`src/ppfd_pkg.sv`:
```
// shared types and constants of the positional pid with filtered derivative
// no dependencies; imported by every module of the block

package ppfd_pkg;

  localparam int DATA_WIDTH_DEF = 16;
  localparam int ACC_WIDTH_DEF  = 48;
  localparam int ACC_CAP        = 60;

  localparam int GAIN_W  = 31;
  localparam int LIM_W   = 46;
  localparam int ALPHA_W = 17;
  localparam int RATE_W  = 9;
  localparam int CFG_AW  = 3;
  localparam int CFG_DW  = 46;

  localparam int OUT_RST_W = 16;
  localparam int WIDE_W    = 64;
  localparam int HALF_W    = 32;
  localparam int PROD_W    = GAIN_W + WIDE_W;
  localparam int SCALE_SH  = 16;

  typedef enum logic [1:0] {
    SH_NONE,
    SH_Q8,
    SH_Q16
  } shift_e;

  typedef struct packed {
    logic [GAIN_W-1:0]  kp;
    logic [GAIN_W-1:0]  ki;
    logic [GAIN_W-1:0]  kd;
    logic [LIM_W-1:0]   ilim;
    logic [ALPHA_W-1:0] da;
    logic [ALPHA_W-1:0] oa;
  } cfg_t;

  typedef struct packed {
    logic               start;
    logic [GAIN_W-1:0]  a;
    logic [WIDE_W-1:0]  m;
    shift_e             sh;
    logic               sat;
  } mul_req_t;

  typedef struct packed {
    logic              done;
    logic [WIDE_W-1:0] res;
  } mul_rsp_t;

endpackage

```
`src/ppfd_cfg.sv`:
```
// configuration register bank: gains, integral clamp, output limits, filter weights
// depends on ppfd_pkg

module ppfd_cfg import ppfd_pkg::*; #(
  parameter int DATA_WIDTH = DATA_WIDTH_DEF
) (
  input  logic                  clk_i,
  input  logic                  rst_ni,
  input  logic                  cfg_we_i,
  input  logic [CFG_AW-1:0]     cfg_idx_i,
  input  logic [CFG_DW-1:0]     cfg_wdata_i,
  output cfg_t                  cfg_o,
  output logic signed [((DATA_WIDTH > OUT_RST_W) ? DATA_WIDTH : OUT_RST_W)-1:0] out_max_o,
  output logic signed [((DATA_WIDTH > OUT_RST_W) ? DATA_WIDTH : OUT_RST_W)-1:0] out_min_o
);

  localparam int OLW = (DATA_WIDTH > OUT_RST_W) ? DATA_WIDTH : OUT_RST_W;

  localparam logic [CFG_AW-1:0] REG_KP        = 3'd0;
  localparam logic [CFG_AW-1:0] REG_KI        = 3'd1;
  localparam logic [CFG_AW-1:0] REG_KD        = 3'd2;
  localparam logic [CFG_AW-1:0] REG_ILIM      = 3'd3;
  localparam logic [CFG_AW-1:0] REG_OUT_MAX   = 3'd4;
  localparam logic [CFG_AW-1:0] REG_OUT_MIN   = 3'd5;
  localparam logic [CFG_AW-1:0] REG_DER_ALPHA = 3'd6;
  localparam logic [CFG_AW-1:0] REG_OUT_ALPHA = 3'd7;

  localparam int OUT_MAX_RST = 30000;
  localparam int OUT_MIN_RST = -30000;
  localparam logic [ALPHA_W-1:0] ALPHA_ONE   = 17'd65536;
  localparam logic [ALPHA_W-1:0] DA_RST      = 17'd13107;
  localparam logic [ALPHA_W-1:0] OA_RST      = 17'd52429;

  cfg_t                   cfg_q;
  logic signed [OLW-1:0]  out_max_q;
  logic signed [OLW-1:0]  out_min_q;
  logic [ALPHA_W-1:0]     alpha_w;
  logic signed [OLW-1:0]  lim_w;

  // weights above one act as one
  assign alpha_w = (cfg_wdata_i[ALPHA_W-1:0] > ALPHA_ONE) ? ALPHA_ONE
                                                          : cfg_wdata_i[ALPHA_W-1:0];
  assign lim_w   = OLW'($signed(cfg_wdata_i[DATA_WIDTH-1:0]));

  always_ff @(posedge clk_i or negedge rst_ni) begin
    if (!rst_ni) begin
      cfg_q.kp   <= '0;
      cfg_q.ki   <= '0;
      cfg_q.kd   <= '0;
      cfg_q.ilim <= '0;
      cfg_q.da   <= DA_RST;
      cfg_q.oa   <= OA_RST;
      out_max_q  <= OLW'(OUT_MAX_RST);
      out_min_q  <= OLW'(OUT_MIN_RST);
    end else if (cfg_we_i) begin
      case (cfg_idx_i)
        REG_KP:        cfg_q.kp   <= cfg_wdata_i[GAIN_W-1:0];
        REG_KI:        cfg_q.ki   <= cfg_wdata_i[GAIN_W-1:0];
        REG_KD:        cfg_q.kd   <= cfg_wdata_i[GAIN_W-1:0];
        REG_ILIM:      cfg_q.ilim <= cfg_wdata_i[LIM_W-1:0];
        REG_OUT_MAX:   out_max_q  <= lim_w;
        REG_OUT_MIN:   out_min_q  <= lim_w;
        REG_DER_ALPHA: cfg_q.da   <= alpha_w;
        REG_OUT_ALPHA: cfg_q.oa   <= alpha_w;
        default: ;
      endcase
    end
  end

  assign cfg_o     = cfg_q;
  assign out_max_o = out_max_q;
  assign out_min_o = out_min_q;

endmodule

```
`config.mk`:
```
export PLATFORM = sky130hd
export DESIGN_NAME = ppfd_cfg
export DESIGN_NICKNAME = d
export VERILOG_FILES = /design/src/ppfd_pkg.sv /design/src/ppfd_cfg.sv
export SDC_FILE = /design/constraint.sdc
export NUM_CORES = 1
export LEC_CHECK = 0
export ABC_AREA = 1
export ABC_CLOCK_PERIOD_IN_PS = 1000
export BUFFER_PORTS_ARGS = -buffer_cell sky130_fd_sc_hd__buf_2
export CAP_MARGIN = 20
export CORE_MARGIN = 2
export CORE_UTILIZATION = 45
export CTS_CLUSTER_SIZE = 24
export DETAILED_ROUTE_END_ITERATION = 8
export PLACE_DENSITY = 0.81
export REMOVE_ABC_BUFFERS = 1
export SYNTH_ARGS = -nofsm -noshare
export SYNTH_HDL_FRONTEND = slang
export SYNTH_SLANG_ARGS = --single-unit
```
`constraint.sdc`:
```
create_clock -name clk_i -period 1 [get_ports clk_i]
set_input_delay 0.05 -clock clk_i [delete_from_list [all_inputs] [get_ports clk_i]]
set_output_delay 0.05 -clock clk_i [all_outputs]
set_load 0.02 [all_outputs]
```
# ---- Word-level counts from Yosys, hierarchy flattened
# Cells that the tools add are included.
dict set report word_totals {
  regBits 205
  input_bits 52
  out_inout_bits 205
  word_cells 26
}
dict set report classes {
  order_cmp 1
  n_eq_ne 7
  n_mux 1
  reduce_logical 9
}
# cell count
set op_table {}
lappend op_table {{$gt A17 B17 Y1 const B} 1}
lappend op_table {{$mux W17} 1}
lappend op_table {{$reduce_and A2 Y1} 8}
lappend op_table {{$eq A3 B3 Y1 const B} 4}
lappend op_table {{$eq A3 B2 Y1 const B} 2}
lappend op_table {{$eq A3 B1 Y1 const B} 1}
lappend op_table {{$logic_not A3 Y1} 1}

# ---- Depth between registers and ports, before layout
dict set report logic_depth {
  word_depth 2
  ltp_mapped 8
  ltp_nobuf 7
}

# ---- Worst setup path before layout
# OpenSTA, ideal clock, no wires.
dict set report synth_path {
  kind {in2reg}
  start {input port cfg_we_i}
  end {register cfg_q (netlist bit cfg_o[76])}
  setup_ns 0.125
  t_arrival_ns 0.732
  required_time_ns 0.875
  setup_slack_ns 0.143
  cell_stages 5
  n_path_buf 1
  cell_sequence {inv_1 nor2_4 nand2_4 buf_6 mux2_4}
}
dict set report synth_between {
  elab_chain_len 1
}
# element line_no
set synth_rtl {}
lappend synth_rtl {{start: declaration} ppfd_cfg.sv:9} ;# input logic cfg_we_i,
lappend synth_rtl {{$reduce_and A2 Y1 (no source line)} --}
lappend synth_rtl {{end: declaration} ppfd_cfg.sv:34} ;# cfg_t cfg_q;
# No other way between the ends.
# A chain may end at the register's enable or synchronous reset.

# ---- Final worst setup path
dict set report layout_path {
  start {register cfg_q (netlist bit cfg_o[18])}
  end {output port cfg_o[18] (netlist bit)}
}
# element line_no
set layout_rtl {}
lappend layout_rtl {{end: declaration} ppfd_cfg.sv:12} ;# output cfg_t cfg_o,
# No word-level cell between the ends.

==> results.yml <==
outcome:
  status: "finished, violations left"
  violations: "negative setup slack"
synth:
  syn_area_per_cell_sq_um: 10.31
  syn_inst: 738
  syn_area_sq_mm: 0.007609
  ys_types: 18
  yosys.area_share.xor_xnor_pct: 0
  synth_simple_gate_area_share_pct: 15.11
  synth_top_family_by_area: "simple AND/OR/NAND/NOR gates"
  ys_ff_latch: 205
  synth_compound_area_share_pct: 10.39
  yosysSeqAreaShare_pct: 67.92
  synth_mux_area_share_pct: 2.319
  synth-adder-area-share_pct: 0
  yosysWarnings: 0
clocking:
  cts_buffers: 21
  clock-root-buffer: "clkbuf_16"
  cts_tree: "built"
  clock_path_buffers: 3
  clk_pin_slew_worst_paths_ns: 0.07
  clk_latency_ns: 0.48
  clock-sinks: 205
  cts_max_level: 1
timing:
  finalCritPeriodShare_pct: 122.1
  fmax_mhz: 819.3
  hold_viol: 0
  setup_ws_ns: -0.2206
  rsz0062_at_grt: "yes"
  relSlewSlack_pct: 72.53
  drv_slew: 0
  fin_skew_ns: 0
  setup_viol: 205
  tightestPinTransition_ns: 0.4077
  finalCriticalPeriod_ns: 1.221
critical_path:
  critPathMaxFanout: 2
  cp-start-kind: "flip-flop"
  slowest_delay_ns: 0.55
  critPathKind: "flip-flop to output port"
  required_ns: 0.95
  crit_arrival_ns: 1.17
  cp-end-kind: "output port"
  cp_top_family: "flip-flops"
  crit_slowest_cell: "dfstp_2"
  worstPathCellList: "buf_6"
  crit_buf_inv: 1
detailed_routing:
  route.detailed.drc: 0
  via_count: 7447
  wl_met2_um: 14660
  ant_nets: 0
  drt_iter0_markers: 506
  finalWirelength_um: 28810
  dr.pass1.iters: 5
  wl_met3_um: 2607
  wire_per_inst_um: 20.19
  wl_met1_um: 10190
  highest_layer: "met4"
  viasPerCell: 5.219
global_routing:
  grt_overflow: 0
  grt_max_degree: 51
  grt_usage_pct: 29.65
  grt_pass1_wl_um: 41750
  antenna_found_initial: 0
  grt_pass1_vias: 7579
floorplan:
  initial_utilization_pct: 45.88
  rows: 47
  die_x_um: 134.0
  die-area_sq_mm: 0.01796
  die_y_um: 134.0
  num_io_pins: 257
  core_sq_mm: 0.01658
placed_design:
  placed_area_sq_mm: 0.009482
  gp_congestion: 0.7968
  dp_hpwl_um: 14710
  port_buffers: 256
  place_ws_ns: -0.1772
cells_and_area:
  drive_gt1_share_pct: 42.67
  diodes: 0
  syn_to_final_growth_pct: 68.56
  mostFrequentLayoutCell: "nand2_1"
  final_area_sq_mm: 0.01282
  n_fill_cell: 907
  finalNetCount: 1245
  final_cell_mix: "nand2_1 (231), buf_6 (205), dfrtp_1 (175)"
power_and_ir_drop:
  p_per_area_mw_per_mm2: 2224
  power.static_leakage_nw: 6.615
  ir_drop_v: 0.001541
hold_path:
  min_path_type: "primary input to asynchronous set/reset pin"
flow_run:
  maxCapViolations: 0
[final timing paths]
kind                                            end                    from  cells past startpoint  slack (ns)
setup / recovery                          cfg_o[18]   cfg_o[18]$_DFFE_PN1P_                      1       -0.22
hold / removal               cfg_o[140]$_DFFE_PN0P_                  rst_ni                      2        0.01
setup reg to reg             cfg_o[104]$_DFFE_PN0P_  cfg_o[104]$_DFFE_PN0P_                      3        0.01
hold reg to reg               cfg_o[14]$_DFFE_PN1P_   cfg_o[14]$_DFFE_PN1P_                      2        0.48
max in group asynchronous  out_min_o[6]$_DFFE_PN1P_                  rst_ni                      3        0.41
min in group clk_i         out_max_o[5]$_DFFE_PN1P_            cfg_idx_i[0]                      5        0.15
[logic make-up (layout without fill, tap and decap cells)]
family	Yosys count	in the layout
compound gates	158	158
buf+inv	76	545
flops	205	205
mux	15	15
simple gates	284	284
[final cells by class]
class / count / area (sq um) / area share (%)
clock inverters: 7 / 62.56 / 0.4878
repair buffers: 471 / 4442 / 34.63
clock buffers: 30 / 619.3 / 4.829
well taps: 220 / 275.3 / 2.146
inverters: 37 / 138.9 / 1.083
flip-flops and latches: 205 / 5167 / 40.29
multi-input cells: 457 / 2120 / 16.53
[metrics by stage]
stage                     instances  TNS [ns]  power (mW)  hold slack, ns  util (%)
final                          1427    -18.75       28.52         0.01154     77.34
after global routing           1427    -23.54       29.55         0.01664     77.34
after CTS                      1369    -18.81       27.32        -0.01297     74.71
after detailed placement       1222    -8.713       16.67        -0.06688     57.18
after global placement         1222    -4.489       16.46        -0.06810     57.18
after floorplan                 699    -23.03       14.06         -0.2456         -
[where the power goes]
group	switching, mW	internal [mW]
sequential	1.33	9.98
combinational	4.53	4.87
clock	3.25	4.56
total	9.11	19.4
[metal layers]
layer	vias to the layer above	global-route usage, %
met5	-	0
met4	0	12.87
met3	112	7.181
met2	441	52.17
met1	3596	34.67
li1	3298	-
[flip-flops by register name, indices dropped and copies added (netlist names)]
name,count
cfg_o,173
out_max_o,16
out_min_o,16
[synth_stat cells]
master,number,share of area [%]
dfstp_2,30,10
nand2_1,232,11
nor2_1,12,0.59
o21ai_0,157,10
mux2_2,13,1.9
nand3_1,32,2.1
o21ai_1,1,0.066
nor2_4,3,0.44
inv_1,34,1.7
clkbuf_1,18,0.89
nand3_2,1,0.13
nand2_4,1,0.15
inv_2,3,0.15
dfrtp_1,175,58
buf_6,2,0.30
mux2_4,2,0.39
buf_2,19,1.2
nand2_2,3,0.25
[what timing repair did]
| item | CTS | global route |
|---|---|---|
| gates resized for setup | 410 | 1 |
| endpoints found under the setup margin | 205 | 205 |
| buffers inserted | 63 | 58 |
| hold buffers | 47 | 0 |
| endpoints found under the hold margin | 320 | 0 |
(Power assumes the default switching activity.)
